## src/hdl/rla_pkg.sv

```systemverilog
// ----------------------------------------------------------------------------
// Receive line assembler package
// Shared constants for the receive line assembler: store depth, field
// widths and the two line terminator characters.
// ----------------------------------------------------------------------------
package rla_pkg;

    localparam int LINE_DEPTH = 64;
    localparam int ADDR_W     = $clog2(LINE_DEPTH);
    localparam int BYTE_W     = 8;
    localparam int LEN_W      = 6;

    localparam logic [ADDR_W-1:0] FILL_LIMIT = ADDR_W'(LINE_DEPTH - 1);

    localparam logic [BYTE_W-1:0] CHAR_CR = 8'h0D;
    localparam logic [BYTE_W-1:0] CHAR_LF = 8'h0A;

endpackage

```

## src/hdl/rx_line_assembler_core.sv

```systemverilog
// ----------------------------------------------------------------------------
// Receive line assembler core
// Collects received bytes in a line store and, on a carriage return or a
// line feed, emits the stored line byte by byte; a byte that finds the
// store full is dropped and one overflow request is emitted instead.
// ----------------------------------------------------------------------------
// An ordinary byte is taken and gives no output. A terminator starts the
// line run; its first byte is read from the store in S_READ, loaded in
// S_LOAD and presented in S_SEND. An overflow request is presented in the
// cycle after the dropped byte is taken.
// Throughput: one input byte per cycle while no line run or overflow request
// is pending; in a run each line byte goes through store read, load and send
// in turn, set by the synchronous read of the line store, plus any output stall.
// Reset clears the fill count and the control state; the store is undefined.
module rx_line_assembler_core
    import rla_pkg::*;
(
    input  logic              clk,
    input  logic              rst_n,
    input  logic              rx_valid,
    output logic              rx_stall,
    input  logic [BYTE_W-1:0] rx_byte,
    output logic              line_valid,
    input  logic              line_stall,
    output logic [BYTE_W-1:0] line_byte,
    output logic [LEN_W-1:0]  line_length,
    output logic              last,
    output logic              overflow
);

    typedef enum logic [1:0] {
        S_IDLE,
        S_READ,
        S_LOAD,
        S_SEND
    } state_t;

    state_t              state_reg,    state_next;
    logic [ADDR_W-1:0]   fill_reg,     fill_next;
    logic [ADDR_W-1:0]   len_reg,      len_next;
    logic [ADDR_W-1:0]   rd_idx_reg,   rd_idx_next;
    logic                valid_reg,    valid_next;
    logic [BYTE_W-1:0]   byte_reg,     byte_next;
    logic [LEN_W-1:0]    length_reg,   length_next;
    logic                last_reg,     last_next;
    logic                overflow_reg, overflow_next;

    logic [BYTE_W-1:0]   store_mem [LINE_DEPTH];
    logic [BYTE_W-1:0]   rd_data_reg;
    logic                wr_en;
    logic                take;
    logic                is_term;

    assign rx_stall = !((state_reg == S_IDLE) ||
                        ((state_reg == S_SEND) && last_reg && !line_stall));
    assign take     = rx_valid && !rx_stall;
    assign is_term  = (rx_byte == CHAR_CR) || (rx_byte == CHAR_LF);

    always_comb
    begin
        state_next    = state_reg;
        fill_next     = fill_reg;
        len_next      = len_reg;
        rd_idx_next   = rd_idx_reg;
        valid_next    = valid_reg;
        byte_next     = byte_reg;
        length_next   = length_reg;
        last_next     = last_reg;
        overflow_next = overflow_reg;
        wr_en         = 1'b0;

        unique case (state_reg)
            S_IDLE:
            begin
            end
            S_READ:
            begin
                state_next = S_LOAD;
            end
            S_LOAD:
            begin
                byte_next     = rd_data_reg;
                length_next   = LEN_W'(len_reg);
                last_next     = (ADDR_W'(rd_idx_reg + 1'b1) == len_reg);
                overflow_next = 1'b0;
                valid_next    = 1'b1;
                state_next    = S_SEND;
            end
            S_SEND:
            begin
                if (!line_stall)
                begin
                    valid_next = 1'b0;
                    if (last_reg)
                    begin
                        state_next = S_IDLE;
                    end
                    else
                    begin
                        rd_idx_next = ADDR_W'(rd_idx_reg + 1'b1);
                        state_next  = S_READ;
                    end
                end
            end
            default:
            begin
                state_next = S_IDLE;
            end
        endcase

        if (take)
        begin
            if (fill_reg < FILL_LIMIT)
            begin
                wr_en = 1'b1;
                if (is_term)
                begin
                    len_next    = ADDR_W'(fill_reg + 1'b1);
                    rd_idx_next = '0;
                    fill_next   = '0;
                    state_next  = S_READ;
                end
                else
                begin
                    fill_next  = ADDR_W'(fill_reg + 1'b1);
                    state_next = S_IDLE;
                end
            end
            else
            begin
                fill_next     = '0;
                byte_next     = '0;
                length_next   = '0;
                last_next     = 1'b1;
                overflow_next = 1'b1;
                valid_next    = 1'b1;
                state_next    = S_SEND;
            end
        end
    end

    always_ff @(posedge clk or negedge rst_n)
    begin
        if (!rst_n)
        begin
            state_reg    <= S_IDLE;
            fill_reg     <= '0;
            len_reg      <= '0;
            rd_idx_reg   <= '0;
            valid_reg    <= 1'b0;
            byte_reg     <= '0;
            length_reg   <= '0;
            last_reg     <= 1'b0;
            overflow_reg <= 1'b0;
        end
        else
        begin
            state_reg    <= state_next;
            fill_reg     <= fill_next;
            len_reg      <= len_next;
            rd_idx_reg   <= rd_idx_next;
            valid_reg    <= valid_next;
            byte_reg     <= byte_next;
            length_reg   <= length_next;
            last_reg     <= last_next;
            overflow_reg <= overflow_next;
        end
    end

    always_ff @(posedge clk)
    begin
        if (wr_en)
        begin
            store_mem[fill_reg] <= rx_byte;
        end
        rd_data_reg <= store_mem[rd_idx_reg];
    end

    assign line_valid  = valid_reg;
    assign line_byte   = byte_reg;
    assign line_length = length_reg;
    assign last        = last_reg;
    assign overflow    = overflow_reg;

endmodule

```

## config.mk

```make
export PLATFORM = sky130hd
export DESIGN_NAME = rx_line_assembler_core
export DESIGN_NICKNAME = d
export VERILOG_FILES = /design/src/hdl/rla_pkg.sv /design/src/hdl/rx_line_assembler_core.sv
export SDC_FILE = /design/constraint.sdc
export NUM_CORES = 1
export LEC_CHECK = 0
export BUFFER_PORTS_ARGS = -buffer_cell sky130_fd_sc_hd__buf_2
export CAP_MARGIN = 10
export CORE_MARGIN = 2
export CORE_UTILIZATION = 55
export DETAILED_ROUTE_END_ITERATION = 7
export GPL_ROUTABILITY_DRIVEN = 0
export PLACE_DENSITY = 0.71
export SETUP_SLACK_MARGIN = 0.05
export SYNTH_ARGS = -nofsm -noshare
export SYNTH_HDL_FRONTEND = slang
export SYNTH_SLANG_ARGS = --single-unit
```

## constraint.sdc

```tcl
create_clock -name clk -period 5.8 [get_ports clk]
set_input_delay 0 -clock clk [delete_from_list [all_inputs] [get_ports clk]]
set_output_delay 0 -clock clk [all_outputs]
set_load 0.005 [all_outputs]
```

==> Word level (Yosys, flattened, before mapping) <==
Memory sizes are Yosys's and may differ from the RTL's. A register that Yosys moved wholly into a read port is not among the register bits.
Index checks and enable logic that the tools add are counted.
{ "classes": {"magnitude_cmp": 1, "eq_ne": 7, "n_reduce_logical": 11, "addsub": 2, "muxes": 34} }
{ "ops": {"columns": ["operator", "n"], "rows": [
  ["2-to-1 mux 6 bit", 11],
  ["2-to-1 mux 8 bit", 3],
  ["equality test 8 x 4 -> 1 bit, second input constant", 2],
  ["2-to-1 mux 1 bit", 15],
  ["adder 6 x 1 -> 6 bit, second input constant", 2],
  ["equality test 6 bit", 1],
  ["< comparator 6 bit, second input constant", 1],
  ["2-to-1 mux 2 bit", 3],
  ["one-hot mux 2 bit (3 select lines)", 1],
  ["equality test 2 bit, second input constant", 2],
  ["nonzero test 4 bit", 1],
  ["logical AND 1 bit", 3],
  ["inequality test 3 bit, second input constant", 1],
  ["AND reduction 3 bit", 1],
  ["equality test 2 x 1 -> 1 bit, second input constant", 1],
  ["logical NOT 1 bit", 2],
  ["logical NOT 2 bit", 1],
  ["logical OR 1 bit", 2],
  ["one-hot mux 1 bit (2 select lines)", 1],
  ["AND reduction 2 bit", 1]
]} }
{ "totals": {"mem_count": 1, "mem_bits_rw": 512, "regBits": 37, "out_inout_bits": 18} }
{ "mem_list": {"columns": ["memory", "depth", "width", "rd", "rd_ports_with_merged_regs", "write_ports", "line_no", "rtl"], "rows": [
  ["store_mem", 64, 8, 1, 1, 1, "rx_line_assembler_core.sv:48", "logic [BYTE_W-1:0] store_mem [LINE_DEPTH];"]
]} }

==> Longest topological paths before layout <==
{ "logic_depth": {"depth_word": 8, "ltp_mapped": 10, "ltp_nobuf": 6} }

==> Worst setup path after synthesis <==
No wires, ideal clock.
{ "synth_path": {"path_kind": "reg2reg", "from": "reg state_reg[1]", "to": "mem store_mem[14][0], enable pin", "stages_incl_launch_ff": 6, "t_required_ns": 5.430, "setup_slack_ns": 3.461, "t_arrival_ns": 1.968, "synth_period_minus_slack_ns": 2.339, "cell_sequence": "dfrtp_1 -> or2_1 -> clkbuf_1 -> a221oi_2 -> nand4b_1 -> nor2_1"} }
{ "synth_via": {"elab_chain_len": 8, "elab_cells_between_ends": 9, "cone_classes": "eq/ne: 1; mux: 3; reduce/logical: 5"} }
{ "synth_rtl": {"columns": ["element", "line_no", "rtl"], "rows": [
  ["from (decl)", "rx_line_assembler_core.sv:38", "state_t state_reg, state_next;"],
  ["from (signal assigned)", "rx_line_assembler_core.sv:158", "state_reg <= state_next;"],
  ["equality test 2 bit", "rx_line_assembler_core.sv:55", "((state_reg == S_SEND) && last_reg && !line_stall));"],
  ["logical AND 1 bit (2 in series)", "rx_line_assembler_core.sv:55", null],
  ["logical OR 1 bit *", "rx_line_assembler_core.sv:54", "assign rx_stall = !((state_reg == S_IDLE) ||"],
  ["logical AND 1 bit *", "rx_line_assembler_core.sv:56", "assign take = rx_valid && !rx_stall;"],
  ["2-to-1 mux 1 bit *", "rx_line_assembler_core.sv:111", "if (take)"],
  ["2-to-1 mux 1 bit *", "rx_line_assembler_core.sv:172", "if (wr_en)"],
  ["2-to-1 mux 1 bit (implied by the code) *", "rx_line_assembler_core.sv:174", "store_mem[fill_reg] <= rx_byte;"],
  ["to (decl)", "rx_line_assembler_core.sv:48", null]
]} }
Every way passes the cells marked *; elsewhere a longest branch is shown, timed or not.

==> Worst setup path in the final report <==
{ "layout_path": {"from": "reg fill_reg[0]", "to": "mem store_mem[22][7], enable pin"} }
{ "layout_via": {"elab_chain_len": 5} }
{ "layout_rtl": {"columns": ["element", "line_no", "rtl"], "rows": [
  ["from (decl)", "rx_line_assembler_core.sv:39", "logic [ADDR_W-1:0] fill_reg, fill_next;"],
  ["from (signal assigned)", "rx_line_assembler_core.sv:159", "fill_reg <= fill_next;"],
  ["< comparator 6 bit", "rx_line_assembler_core.sv:113", "if (fill_reg < FILL_LIMIT)"],
  ["2-to-1 mux 1 bit", "rx_line_assembler_core.sv:113", null],
  ["2-to-1 mux 1 bit", "rx_line_assembler_core.sv:111", null],
  ["2-to-1 mux 1 bit", "rx_line_assembler_core.sv:172", null],
  ["2-to-1 mux 1 bit (implied by the code)", "rx_line_assembler_core.sv:174", null]
]} }
Parallel ways exist; a longest one is shown, timed or not.

==> results.cfg <==
[clock_network]
clk-insertion-delay-late_ps = 570
cts_sinks = 557
tritoncts_clock_tree = built
post_cts_buffers = 0
cts.path.max_buffers = 3
cts_root_buffer = sky130_fd_sc_hd__clkbuf_16
cts_inserted_buffers = 54
cts_repair_resize_count = 0
cts_max_level = 2
register_clock_pin_slew_on_the_reported_worst_setup_and_hold_paths_ps = 60

[run_status]
outcome = completed

[timing]
clock.fmax_mhz = 286
tightest_slew_ps = 1150
worst_slew_margin_pct = 22.8
min_period_over_period_pct = 60.4
finalHoldViolCount = 0
final.setup_skew_ps = 13.7
setup-tns-final_ps = 0
rsz0062_at_grt = no
report.final.slew_viol_count = 0
final.min_clock_period_ps = 3500
setup_failing_eps_final = 0

[synthesis]
number_of_flops_mapped_to_enable_cells_by_yosys = 512
synth.largest_area_cell = sky130_fd_sc_hd__edfxtp_1
synth.lib_cells_used.distinct = 64
synthesis.area_sq_um = 22100
synthesis.yosys.warnings = 0
synth.cells.most_frequent = sky130_fd_sc_hd__edfxtp_1 (512), sky130_fd_sc_hd__mux4_2 (115), sky130_fd_sc_hd__nor2_1 (95)
synth_top_cell_area_share_pct = 69.6
synth_ff_type = sky130_fd_sc_hd__edfxtp_1
postSynthNetCount = 1147
syn-mean-instance-area_sq_um = 19.5
synth.ff_latch_count = 557
synth.area.top_cells = sky130_fd_sc_hd__edfxtp_1 (70%), sky130_fd_sc_hd__mux4_2 (12%), sky130_fd_sc_hd__dfrtp_1 (4.2%)
ys_seq_area_share_pct = 74.5
postSynth.asyncResetShare_pct = 6.64
count_of_mapped_cells_out_of_synthesis = 1133
post-synth-top-count-cell = sky130_fd_sc_hd__edfxtp_1

[place]
io_buffers = 29
dp_hpwl_microns = 28800
cell_total_after_placement = 1639

[route]
vias = 11000
drt-pass1-iter-count = 7
wl_met2_microns = 23000
detail_route.iter0.violations = 1409
wirelength_microns = 48200
route.detailed.vias_per_inst = 6.32
dr_wl_met3_microns = 3180
wl_met1_microns = 20600
avgRoutedWirePerCell_microns = 27.7
drc_errors = 0
detail-route-antenna-nets = 0
dr.max_layer_used = met4

[pwr]
p_per_area_nw_per_um2 = 441
peakVddDrop_mv = 0.320
power.leakage_nw = 7.77

[job]
timing.max_cap.violations = 0

[global_route]
globalRouteOverflowTotal = 0
track_usage_pct = 23.9
grt_max_degree = 68
first_global_vias = 10900
antenna_found_initial = 0
grt_first_pass_wirelength_microns = 72100

[floorplanning]
placementRows = 73
initial_util_pct = 55.6
dieHeight_microns = 204
fp.dieArea_sq_um = 41800
core_footprint_sq_um = 39700
die_w_microns = 204
io_pins = 30

[finish]
drive_above_1_share_pct = 20.2
final.fill_count = 2746
final_nets = 1188
flip_flop_count_of_the_largest_register_all_copies_and_words_added = 512
insertedDiodeCount = 0
area.growth.synth_to_final_pct = 9.76
final_cells = 1739

[setup_path]
cp.required_ps = 6000
critPathLaunch = fill_reg[0]
rr_startpoint = fill_reg[0]
critPathArrivalTime_ps = 3700
critical_path.max_fanout = 12
timing.setup.critical_path_class = register to register
endpoint_kind = register
timing.critical_path.from_type = register

[worst_hold_path]
hold_class = primary input to asynchronous set/reset pin
-- power breakdown --
part | total, mW | switching [mW] | internal [mW]
clock | 3.31 | 1.40 | 1.91
combinational | 2.54 | 1.33 | 1.21
sequential | 4.85 | 0.337 | 4.51
total | 10.7 | 3.07 | 7.64
-- through the flow --
step	power [mW]	setup slack [ps]	hold slack [ps]	cell area [sq um]	util, %
after floorplan	6.83	3460	-296	22100	-
after global placement	7.44	2500	142	22600	56.8
after detailed placement	7.47	2280	146	22600	56.8
after CTS	10.8	2300	87.6	24300	61.0
after global routing	11.1	2100	148	24300	61.0
final	10.7	2300	73.6	24300	61.0
-- placed cells by master (no fill, tap or decap), drive strengths merged, types with 3 or more instances in the layout --
| cell type | n |
|---|---|
| o22ai | 12 |
| and2 | 5 |
| a32o | 5 |
| mux4 | 128 |
| and3 | 4 |
| o221ai | 6 |
| nor3b | 3 |
| nor2 | 95 |
| nand3b | 6 |
| inv | 4 |
| a21o | 3 |
| a211oi | 4 |
| mux2i | 19 |
| bufinv | 4 |
| dfxtp | 8 |
| nor2b | 10 |
| a221oi | 5 |
| a31oi | 4 |
| buf | 46 |
| a21oi | 31 |
| xor2 | 8 |
| edfxtp | 512 |
| clkinv | 20 |
| nor4 | 3 |
| dfrtp | 37 |
| a22oi | 5 |
| or3 | 8 |
| o21ai | 19 |
| nand3 | 12 |
| xnor2 | 8 |
| nand2b | 7 |
| nand4b | 3 |
| nand2 | 58 |
| dlygate4sd3 | 4 |
| clkbuf | 69 |
| o22a | 5 |
| nor3 | 6 |
| mux2 | 3 |
-- cell type report --
type                    instances  area, sq um  area share (%)
clock inverters                27          235           0.970
inverters                       3         11.3          0.0464
repair buffers                 50          325            1.34
well taps                     525          657            2.71
clock buffers                  69         1430            5.89
flip-flops and latches        557        16500            67.9
multi-input cells             508         5120            21.1
-- repair_timing --
item | 4_1_cts | 5_1_grt
setup endpoints to repair | 0 | 0
hold buffers | 4 | 0
endpoints found under the hold margin | 43 | 0
-- path summary, 6_finish.rpt --
check	slack (ps)	cells after the start	end
setup reg to reg	2300	5	store_mem[22][7]
hold / removal	70	2	line_length[4]
min in group clk	120	2	store_mem[40][0]
hold reg to reg	450	2	line_byte[7]
max in group asynchronous	5110	2	rd_idx_reg[0]
setup / recovery	2300	5	store_mem[22][7]
-- routing by layer --
metal	up-vias	global-route usage, %
met5	-	0
met4	0	7.22
met3	80	3.44
met2	490	36.7
met1	5731	36.1
li1	4681	-
-- kinds of logic (layout without fill, tap and decap cells) --
group / Yosys count / count (layout) / synth area share (%)
AOI/OAI and AO/OA: 110 / 110 / 3.32
xor gates and xnor gates: 16 / 16 / 0.634
adders and majority gates: 2 / 2 / 0.113
buffers and inverters: 68 / 149 / 2.32
DFF: 557 / 557 / 74.5
muxes: 150 / 150 / 14.3
and+or+nand+nor: 230 / 230 / 4.84
-- critical path: stages (launching register included) --
cell and delay [ps]:
sky130_fd_sc_hd__dfrtp_1 490, sky130_fd_sc_hd__ha_1 300, sky130_fd_sc_hd__and2_1 200, sky130_fd_sc_hd__a221oi_2 490, sky130_fd_sc_hd__nand4b_1 780, sky130_fd_sc_hd__nor2_1 870
No activity file was read; power rests on OpenSTA's default activity.
